--- src/sv/shdlc_rx_pkg.sv ---
package shdlc_rx_pkg;

   localparam logic [7:0] SYM_FLAG = 8'h7E;
   localparam logic [7:0] SYM_ESC = 8'h7D;
   localparam logic [7:0] ESC_FLAG = 8'h5E;
   localparam logic [7:0] ESC_ESC = 8'h5D;
   localparam logic [7:0] ESC_XON = 8'h31;
   localparam logic [7:0] ESC_XOFF = 8'h33;
   localparam logic [7:0] CHR_XON = 8'h11;
   localparam logic [7:0] CHR_XOFF = 8'h13;
   localparam logic [7:0] BYTE_MASK = 8'hFF;

   localparam int HEADER_BYTES = 4;
   localparam int LEN_OFFSET = 3;
   localparam int INDEX_W = 6;
   localparam int EMIT_W = 9;

   localparam logic [1:0] KIND_BYTE = 2'd0;
   localparam logic [1:0] KIND_BAD_ESC = 2'd1;
   localparam logic [1:0] KIND_OVERFLOW = 2'd2;
   localparam logic [1:0] KIND_BAD_FRAME = 2'd3;

   typedef struct packed {
      logic [1:0] kind;
      logic bank;
      logic [EMIT_W-1:0] emit_count;
   } cmd_type;

   typedef struct packed {
      logic valid;
      logic bank;
   } release_type;

endpackage

--- src/sv/shdlc_frame_receiver_core.sv ---
// SHDLC frame receiver. Raw serial bytes enter on the req_ channel, one item per
// accepted byte; deframed results leave on the rsp_ channel.
// The front end hunts for the 0x7E start symbol, undoes 0x7D escapes, stores the
// frame into one of two buffer banks and keeps a running byte sum and the length
// byte, so the closing symbol is checked in the same cycle it is accepted.
// A good frame or an error goes into a two-entry command queue.
// The back end emits a good frame from its bank byte by byte (buffer read, then
// output register), header first and checksum dropped, with rsp_last on the final
// byte; an error is emitted as a single item in the cycle after it is popped. The
// first byte of a frame passes through the queue, buffer read and output register.
// A raw byte is accepted every cycle unless the queue is full or both banks still
// hold frames waiting to be emitted, in which case req_stall is raised.
// When rsp_stall is high the output register holds a valid item and the back end
// waits; the front end carries on until the queue or both banks fill.
// Synchronous reset returns to hunting with an empty queue; buffer contents are
// not cleared and are only read after being written.
module shdlc_frame_receiver_core #(
   parameter int FRAME_BYTES = 64
) (
   input  logic clock,
   input  logic reset,
   input  logic req_valid,
   output logic req_stall,
   input  logic [7:0] req_rx_byte,
   output logic rsp_valid,
   input  logic rsp_stall,
   output logic [1:0] rsp_result_kind,
   output logic [7:0] rsp_frame_byte,
   output logic [5:0] rsp_byte_index,
   output logic rsp_last
);
   import shdlc_rx_pkg::*;

   localparam int AW = $clog2(FRAME_BYTES);

   logic q_full;
   logic q_empty;
   logic cmd_push;
   logic cmd_pop;
   cmd_type cmd;
   cmd_type head;
   release_type bank_release;
   logic wr_en;
   logic [AW:0] wr_addr;
   logic [7:0] wr_data;

   shdlc_rx_front #(
      .FRAME_BYTES(FRAME_BYTES)
   ) u_front (
      .clock(clock),
      .reset(reset),
      .req_valid(req_valid),
      .req_stall(req_stall),
      .req_rx_byte(req_rx_byte),
      .q_full(q_full),
      .cmd_push(cmd_push),
      .cmd(cmd),
      .bank_release(bank_release),
      .wr_en(wr_en),
      .wr_addr(wr_addr),
      .wr_data(wr_data)
   );

   shdlc_rx_queue u_queue (
      .clock(clock),
      .reset(reset),
      .push(cmd_push),
      .push_cmd(cmd),
      .full(q_full),
      .empty(q_empty),
      .pop(cmd_pop),
      .head(head)
   );

   shdlc_rx_back #(
      .FRAME_BYTES(FRAME_BYTES)
   ) u_back (
      .clock(clock),
      .reset(reset),
      .q_empty(q_empty),
      .head(head),
      .pop(cmd_pop),
      .bank_release(bank_release),
      .wr_en(wr_en),
      .wr_addr(wr_addr),
      .wr_data(wr_data),
      .rsp_valid(rsp_valid),
      .rsp_stall(rsp_stall),
      .rsp_result_kind(rsp_result_kind),
      .rsp_frame_byte(rsp_frame_byte),
      .rsp_byte_index(rsp_byte_index),
      .rsp_last(rsp_last)
   );

endmodule

--- src/sv/shdlc_rx_front.sv ---
module shdlc_rx_front #(
   parameter int FRAME_BYTES = 64
) (
   input  logic clock,
   input  logic reset,
   input  logic req_valid,
   output logic req_stall,
   input  logic [7:0] req_rx_byte,
   input  logic q_full,
   output logic cmd_push,
   output shdlc_rx_pkg::cmd_type cmd,
   input  shdlc_rx_pkg::release_type bank_release,
   output logic wr_en,
   output logic [$clog2(FRAME_BYTES):0] wr_addr,
   output logic [7:0] wr_data
);
   import shdlc_rx_pkg::*;

   localparam int CW = $clog2(FRAME_BYTES + 1);
   localparam int AW = $clog2(FRAME_BYTES);
   localparam int LW = (CW > 9) ? CW : 9;

   typedef enum logic [1:0] {M_HUNT, M_COLLECT, M_ESCAPE} mode_type;

   mode_type mode_ff, mode_in;
   logic [CW-1:0] count_ff, count_in;
   logic bank_ff, bank_in;
   logic [1:0] busy_ff, busy_in;
   logic [7:0] sum_ff, sum_in;
   logic [7:0] len_ff, len_in;
   logic [7:0] lastb_ff, lastb_in;

   logic accept;
   logic store;
   logic [7:0] store_data;
   logic esc_ok;
   logic [7:0] esc_data;
   logic count_full;
   logic frame_good;
   logic [7:0] sum_head;

   assign req_stall = q_full || busy_ff[bank_ff];
   assign accept = req_valid && !req_stall;
   assign count_full = (count_ff == CW'(FRAME_BYTES));
   assign sum_head = sum_ff - lastb_ff;
   assign frame_good = (count_ff >= CW'(HEADER_BYTES + 1))
      && (LW'(count_ff) == LW'(len_ff) + LW'(HEADER_BYTES + 1))
      && (lastb_ff == (~sum_head & BYTE_MASK));

   always_comb begin
      esc_ok = 1'b1;
      case (req_rx_byte)
         ESC_FLAG: esc_data = SYM_FLAG;
         ESC_ESC: esc_data = SYM_ESC;
         ESC_XON: esc_data = CHR_XON;
         ESC_XOFF: esc_data = CHR_XOFF;
         default: begin
            esc_ok = 1'b0;
            esc_data = 8'h00;
         end
      endcase
   end

   always_comb begin
      mode_in = mode_ff;
      count_in = count_ff;
      bank_in = bank_ff;
      busy_in = busy_ff;
      sum_in = sum_ff;
      len_in = len_ff;
      lastb_in = lastb_ff;
      store = 1'b0;
      store_data = req_rx_byte;
      cmd_push = 1'b0;
      cmd.kind = KIND_BYTE;
      cmd.bank = bank_ff;
      cmd.emit_count = EMIT_W'(count_ff - CW'(1));
      wr_en = 1'b0;
      wr_addr = {bank_ff, count_ff[AW-1:0]};
      wr_data = store_data;

      if (bank_release.valid) begin
         busy_in[bank_release.bank] = 1'b0;
      end

      if (accept) begin
         case (mode_ff)
            M_COLLECT: begin
               if (req_rx_byte == SYM_ESC) begin
                  mode_in = M_ESCAPE;
               end else if (req_rx_byte == SYM_FLAG) begin
                  if (count_ff != '0) begin
                     cmd_push = 1'b1;
                     count_in = '0;
                     if (count_full) begin
                        cmd.kind = KIND_OVERFLOW;
                        mode_in = M_HUNT;
                     end else if (frame_good) begin
                        cmd.kind = KIND_BYTE;
                        mode_in = M_HUNT;
                        busy_in[bank_ff] = 1'b1;
                        bank_in = !bank_ff;
                     end else begin
                        cmd.kind = KIND_BAD_FRAME;
                        mode_in = M_COLLECT;
                     end
                  end
               end else begin
                  store = 1'b1;
               end
            end
            M_ESCAPE: begin
               if (esc_ok) begin
                  mode_in = M_COLLECT;
                  store = 1'b1;
                  store_data = esc_data;
               end else begin
                  cmd_push = 1'b1;
                  cmd.kind = KIND_BAD_ESC;
                  mode_in = M_HUNT;
                  count_in = '0;
               end
            end
            default: begin
               if (req_rx_byte == SYM_FLAG) begin
                  mode_in = M_COLLECT;
                  count_in = '0;
               end
            end
         endcase

         if (store) begin
            if (count_full) begin
               cmd_push = 1'b1;
               cmd.kind = KIND_OVERFLOW;
               mode_in = M_HUNT;
               count_in = '0;
            end else begin
               wr_en = 1'b1;
               wr_data = store_data;
               count_in = count_ff + CW'(1);
               sum_in = (count_ff == '0) ? store_data : sum_ff + store_data;
               lastb_in = store_data;
               if (count_ff == CW'(LEN_OFFSET)) begin
                  len_in = store_data;
               end
            end
         end
      end
   end

   always_ff @(posedge clock) begin
      if (reset) begin
         mode_ff <= M_HUNT;
         count_ff <= '0;
         bank_ff <= 1'b0;
         busy_ff <= '0;
      end else begin
         mode_ff <= mode_in;
         count_ff <= count_in;
         bank_ff <= bank_in;
         busy_ff <= busy_in;
      end
      sum_ff <= sum_in;
      len_ff <= len_in;
      lastb_ff <= lastb_in;
   end

   a_count_bound: assert property (@(posedge clock) disable iff (reset)
      count_ff <= CW'(FRAME_BYTES))
      else $error("Byte count exceeds the frame buffer.");

   a_good_bank_free: assert property (@(posedge clock) disable iff (reset)
      cmd_push && cmd.kind == KIND_BYTE |-> !busy_ff[bank_ff])
      else $error("Good frame queued on a bank still being emitted.");

   a_write_in_range: assert property (@(posedge clock) disable iff (reset)
      wr_en |-> !count_full && accept && (mode_ff == M_COLLECT || mode_ff == M_ESCAPE))
      else $error("Buffer write outside a frame or beyond its end.");

endmodule

--- src/sv/shdlc_rx_queue.sv ---
module shdlc_rx_queue (
   input  logic clock,
   input  logic reset,
   input  logic push,
   input  shdlc_rx_pkg::cmd_type push_cmd,
   output logic full,
   output logic empty,
   input  logic pop,
   output shdlc_rx_pkg::cmd_type head
);
   import shdlc_rx_pkg::*;

   cmd_type entries_ff [2];
   logic wptr_ff;
   logic rptr_ff;
   logic [1:0] fill_ff;
   logic do_push;
   logic do_pop;

   assign full = (fill_ff == 2'd2);
   assign empty = (fill_ff == 2'd0);
   assign do_push = push && !full;
   assign do_pop = pop && !empty;
   assign head = entries_ff[rptr_ff];

   always_ff @(posedge clock) begin
      if (reset) begin
         wptr_ff <= 1'b0;
         rptr_ff <= 1'b0;
         fill_ff <= '0;
      end else begin
         if (do_push) begin
            wptr_ff <= !wptr_ff;
         end
         if (do_pop) begin
            rptr_ff <= !rptr_ff;
         end
         if (do_push && !do_pop) begin
            fill_ff <= fill_ff + 2'd1;
         end else if (do_pop && !do_push) begin
            fill_ff <= fill_ff - 2'd1;
         end
      end
      if (do_push) begin
         entries_ff[wptr_ff] <= push_cmd;
      end
   end

   a_no_overrun: assert property (@(posedge clock) disable iff (reset)
      push |-> !full)
      else $error("Push into a full queue.");

   a_no_underrun: assert property (@(posedge clock) disable iff (reset)
      pop |-> !empty)
      else $error("Pop from an empty queue.");

   a_fill_bound: assert property (@(posedge clock) disable iff (reset)
      fill_ff != 2'd3)
      else $error("Queue fill level out of range.");

endmodule

--- src/sv/shdlc_rx_back.sv ---
module shdlc_rx_back #(
   parameter int FRAME_BYTES = 64
) (
   input  logic clock,
   input  logic reset,
   input  logic q_empty,
   input  shdlc_rx_pkg::cmd_type head,
   output logic pop,
   output shdlc_rx_pkg::release_type bank_release,
   input  logic wr_en,
   input  logic [$clog2(FRAME_BYTES):0] wr_addr,
   input  logic [7:0] wr_data,
   output logic rsp_valid,
   input  logic rsp_stall,
   output logic [1:0] rsp_result_kind,
   output logic [7:0] rsp_frame_byte,
   output logic [5:0] rsp_byte_index,
   output logic rsp_last
);
   import shdlc_rx_pkg::*;

   localparam int AW = $clog2(FRAME_BYTES);

   typedef enum logic [1:0] {B_IDLE, B_READ, B_LOAD} state_type;

   logic [7:0] mem [2**(AW+1)];
   logic [7:0] rd_data_ff;

   state_type state_ff, state_in;
   logic bank_ff, bank_in;
   logic [AW-1:0] idx_ff, idx_in;
   logic [AW-1:0] final_ff, final_in;
   logic valid_ff, valid_in;
   logic [1:0] kind_ff, kind_in;
   logic [7:0] byte_ff, byte_in;
   logic [INDEX_W-1:0] index_ff, index_in;
   logic last_ff, last_in;
   logic out_free;

   assign out_free = !valid_ff || !rsp_stall;

   always_ff @(posedge clock) begin
      if (wr_en) begin
         mem[wr_addr] <= wr_data;
      end
      rd_data_ff <= mem[{bank_ff, idx_ff}];
   end

   always_comb begin
      state_in = state_ff;
      bank_in = bank_ff;
      idx_in = idx_ff;
      final_in = final_ff;
      valid_in = valid_ff && rsp_stall;
      kind_in = kind_ff;
      byte_in = byte_ff;
      index_in = index_ff;
      last_in = last_ff;
      pop = 1'b0;
      bank_release.valid = 1'b0;
      bank_release.bank = bank_ff;

      case (state_ff)
         B_IDLE: begin
            if (!q_empty && out_free) begin
               pop = 1'b1;
               if (head.kind == KIND_BYTE) begin
                  bank_in = head.bank;
                  idx_in = '0;
                  final_in = AW'(head.emit_count - EMIT_W'(1));
                  state_in = B_READ;
               end else begin
                  valid_in = 1'b1;
                  kind_in = head.kind;
                  byte_in = 8'h00;
                  index_in = '0;
                  last_in = 1'b1;
               end
            end
         end
         B_READ: begin
            state_in = B_LOAD;
         end
         B_LOAD: begin
            if (out_free) begin
               valid_in = 1'b1;
               kind_in = KIND_BYTE;
               byte_in = rd_data_ff;
               index_in = INDEX_W'(idx_ff);
               last_in = (idx_ff == final_ff);
               if (idx_ff == final_ff) begin
                  bank_release.valid = 1'b1;
                  state_in = B_IDLE;
               end else begin
                  idx_in = idx_ff + AW'(1);
                  state_in = B_READ;
               end
            end
         end
         default: begin
            state_in = B_IDLE;
         end
      endcase
   end

   always_ff @(posedge clock) begin
      if (reset) begin
         state_ff <= B_IDLE;
         valid_ff <= 1'b0;
      end else begin
         state_ff <= state_in;
         valid_ff <= valid_in;
      end
      bank_ff <= bank_in;
      idx_ff <= idx_in;
      final_ff <= final_in;
      kind_ff <= kind_in;
      byte_ff <= byte_in;
      index_ff <= index_in;
      last_ff <= last_in;
   end

   assign rsp_valid = valid_ff;
   assign rsp_result_kind = kind_ff;
   assign rsp_frame_byte = byte_ff;
   assign rsp_byte_index = index_ff;
   assign rsp_last = last_ff;

   a_release_gives_last: assert property (@(posedge clock) disable iff (reset)
      bank_release.valid |=> valid_ff && last_ff && kind_ff == KIND_BYTE)
      else $error("Frame buffer released without its final byte.");

   a_error_alone: assert property (@(posedge clock) disable iff (reset)
      valid_ff && kind_ff != KIND_BYTE |-> last_ff && byte_ff == 8'h00
         && index_ff == '0)
      else $error("Error item carries data or is not final.");

   a_pop_when_idle: assert property (@(posedge clock) disable iff (reset)
      pop |-> state_ff == B_IDLE && out_free)
      else $error("Queue popped while a frame is being emitted.");

endmodule

--- config.mk ---
export PLATFORM = sky130hd
export DESIGN_NAME = shdlc_frame_receiver_core
export DESIGN_NICKNAME = d
export VERILOG_FILES = /design/src/sv/shdlc_rx_pkg.sv /design/src/sv/shdlc_frame_receiver_core.sv /design/src/sv/shdlc_rx_front.sv /design/src/sv/shdlc_rx_queue.sv /design/src/sv/shdlc_rx_back.sv
export SDC_FILE = /design/constraint.sdc
export NUM_CORES = 1
export LEC_CHECK = 0
export ABC_AREA = 0
export BUFFER_PORTS_ARGS = -buffer_cell sky130_fd_sc_hd__buf_2
export CORE_UTILIZATION = 55
export DETAILED_ROUTE_END_ITERATION = 7
export PLACE_DENSITY = 0.73
export SLEW_MARGIN = 5
export SYNTH_ARGS = -nofsm -noshare
export SYNTH_HDL_FRONTEND = slang
export SYNTH_SLANG_ARGS = --single-unit
--- constraint.sdc ---
create_clock -name clock -period 9.2 [get_ports clock]
set_clock_uncertainty 0.05 [all_clocks]
set_input_delay 1.84 -clock clock [delete_from_list [all_inputs] [get_ports clock]]
set_output_delay 1.84 -clock clock [all_outputs]
set_load 0.01 [all_outputs]
==> results.json <==
{
  "die_w_um": 287,
  "cts_max_level": 3,
  "layout_common_cells": "1095 x edfxtp_1, 304 x mux4_2, 179 x nor2_1",
  "ys_warn_count": 0,
  "syn-instance-count": 2195,
  "ioPinCount": 31,
  "ys_seq_area_frac": 0.748,
  "synthFlopType": "edfxtp_1",
  "reg2reg_slack_ns": 4.71,
  "cts-resized-gates": 0,
  "fmax_mhz": 166,
  "hold_viol": 0,
  "path_class": "input port to flop",
  "worstHoldPathCells": 2,
  "fin_setup_tns_ns": 0,
  "synthArstFlopShare": 0,
  "pre_cts_ws_ns": 2.51,
  "crit_fanout": 74,
  "timing.final.ws_setup_ns": 3.18,
  "antenna_left": 0,
  "numPortBuffers": 30,
  "ys_ff_latch": 1123,
  "numCtsBuffers": 108,
  "hold_path_class": "flop to flop",
  "gr-total-overflow": 0,
  "grt_pass1_vias": 22300,
  "synth-edff-count": 1095,
  "netlist_area_um2": 44700,
  "dp_hpwl_um": 62400,
  "power.density_nw_per_um2": 218,
  "final_common_cell": "edfxtp_1",
  "antenna_found_initial": 4,
  "cts_setup_buffers": 0,
  "layout-drive-gt1-share": 0.240,
  "whs_endpoint": "u_back.rsp_valid",
  "endpoint_kind": "flop",
  "cts_tree": "done",
  "regToRegStartpoint": "u_front.count_ff[0]",
  "worst-slew-pin-transition_ns": 1.22,
  "viasPerCell": 6.62,
  "power.leakage_nw": 15.0,
  "fin_crit_sh": 0.654,
  "die_h_um": 287,
  "cap_violations": 0,
  "timing.rr.end": "u_back.mem[6][1]",
  "syn_avg_cell_area_um2": 20.4,
  "r2r_cells": 9,
  "synth_nets": 2233,
  "finalSetupViolations": 0,
  "required_ns": 9.44,
  "diodes": 0,
  "ctsHoldBuffers": 0,
  "start_util": 0.556,
  "die_area_um2": 82400,
  "post_drt_wl_per_cell_um": 31.1,
  "cp-start-kind": "input port",
  "finish.utilization": 0.617,
  "slew_violations": 0,
  "root_buffer": "clkbuf_16",
  "clockBufferDepth": 3,
  "clk_pin_slew_ns": 0.06,
  "grt_pass1_wl_um": 155000,
  "areaGrowthSynthToFinish_pct": 11.1,
  "min_from": "u_back.rsp_valid",
  "rsz0062_at_grt": "no",
  "drc_errors": 0,
  "yosysUniqueCellTypes": 58,
  "totalPowerFinal_mw": 10.8,
  "nets": 2275,
  "min_period_ns": 6.02,
  "clock_latency_ns": 0.69,
  "cts_sinks": 1123,
  "rows": 104,
  "wl_um": 105000,
  "grt_usage": 0.262,
  "status": "completed",
  "drt_iter0_markers": 2926,
  "place_congestion": 0.857,
  "vias": 22400,
  "fp.coreArea_um2": 80400,
  "dr.pass1.iters": 6,
  "grt_max_degree": 170,
  "crit_arrival_ns": 6.26,
  "maxSlewHeadroom": 0.184,
  "irDropWorstVdd_mv": 0.185
}
## report_power, final
part           leakage, nW  internal (mW)  switching [mW]
combinational         3.11          0.163           0.338
sequential            10.1           5.67          0.0304
clock                 1.78           2.69            1.92
## flip-flops by register name, indices dropped and copies added, names as in the netlist, named ones only
name / flops
u_front.bank_ff: 1
u_queue.fill_ff: 2
u_back.rsp_frame_byte: 8
u_queue.entries_ff: 18
u_back.rsp_byte_index: 6
u_back.rsp_valid: 1
u_back.final_ff: 6
u_front.sum_ff: 8
u_front.lastb_ff: 7
u_queue.rptr_ff: 1
u_back.rsp_result_kind: 2
u_front.count_ff: 7
u_front.len_ff: 8
u_back.idx_ff: 6
u_front.mode_ff: 2
u_queue.wptr_ff: 1
u_back.mem: 1024
u_front.busy_ff: 2
u_back.state_ff: 2
u_back.rsp_last: 1
u_back.bank_ff: 1
u_back.rd_data_ff: 8
## routing by layer
metal | GRT usage | part of all wire
met5 | 0 | 0
met4 | 0.0935 | 0.033
met3 | 0.0494 | 0.10
met2 | 0.410 | 0.48
met1 | 0.373 | 0.38
## synth_stat cells (13+ instances only)
master    number  area [um^2]
nand3_1       30          150
a22oi_1       18          135
dfxtp_1       28          561
nor3_1        14         70.1
nor2b_1       13         81.3
xnor2_1       31          272
inv_1         23         86.3
nand2_1       46          173
nor2_1       180          676
xor2_1        23          201
o22ai_1       19          119
clkbuf_1      82          308
a21oi_1       27          135
a211oi_1      19          143
and2_1        19          119
buf_1         18         67.6
mux4_2       304         6850
edfxtp_1    1095        32900
ha_1          24          300
mux2i_1       27          270
buf_2         27          135
o21ai_0       24          120
## final cells by class
class / count / area [um^2]
clock buffers: 126 / 2830
clock inverters: 72 / 856
fillers: 5408 / 30800
inverters: 23 / 86.3
multi-input cells: 922 / 10700
flip-flops and latches: 1123 / 33400
well taps: 1060 / 1330
repair buffers: 59 / 410
## worst max-delay path, stage by stage
cell	delay, ns
buf_4	0.68
nand3_1	0.34
or4_1	0.68
a311oi_4	0.40
nand2b_2	0.24
nor3_2	0.69
nand2_1	0.44
nor3_1	0.91
## through the flow
step / std cells / area [um^2] / hold slack, ns
floorplan: 2195 / 44700 / 0.409
global placement: 3187 / 46000 / 0.415
detailed placement: 3187 / 46000 / 0.426
CTS: 3385 / 49600 / 0.441
global route: 3385 / 49600 / 0.464
finish: 3385 / 49600 / 0.438
## cell families after synthesis
family          count (synthesis)  share of synthesized area
flops                        1123                      0.748
simple gates                  366                     0.0388
mux                           334                      0.160
buf+inv                       150                     0.0134
compound gates                142                     0.0214
xor+xnor                       54                     0.0106
fa+ha+maj                      26                    0.00761
## worst max-delay path by stage
stage	start	end	slack, ns
6_report	req_rx_byte[2]	u_back.mem[6][1]	3.18
5_1_grt	req_rx_byte[2]	u_back.mem[6][1]	2.96
4_1_cts	req_rx_byte[2]	u_back.mem[6][1]	3.26
3_5_place_dp	req_rx_byte[2]	u_back.mem[6][2]	2.51
3_3_place_gp	req_rx_byte[2]	u_back.mem[6][0]	2.63
2_1_floorplan	req_rx_byte[7]	u_back.mem[0][5]	4.60
Note: power is estimated with default switching activity, not from simulation.
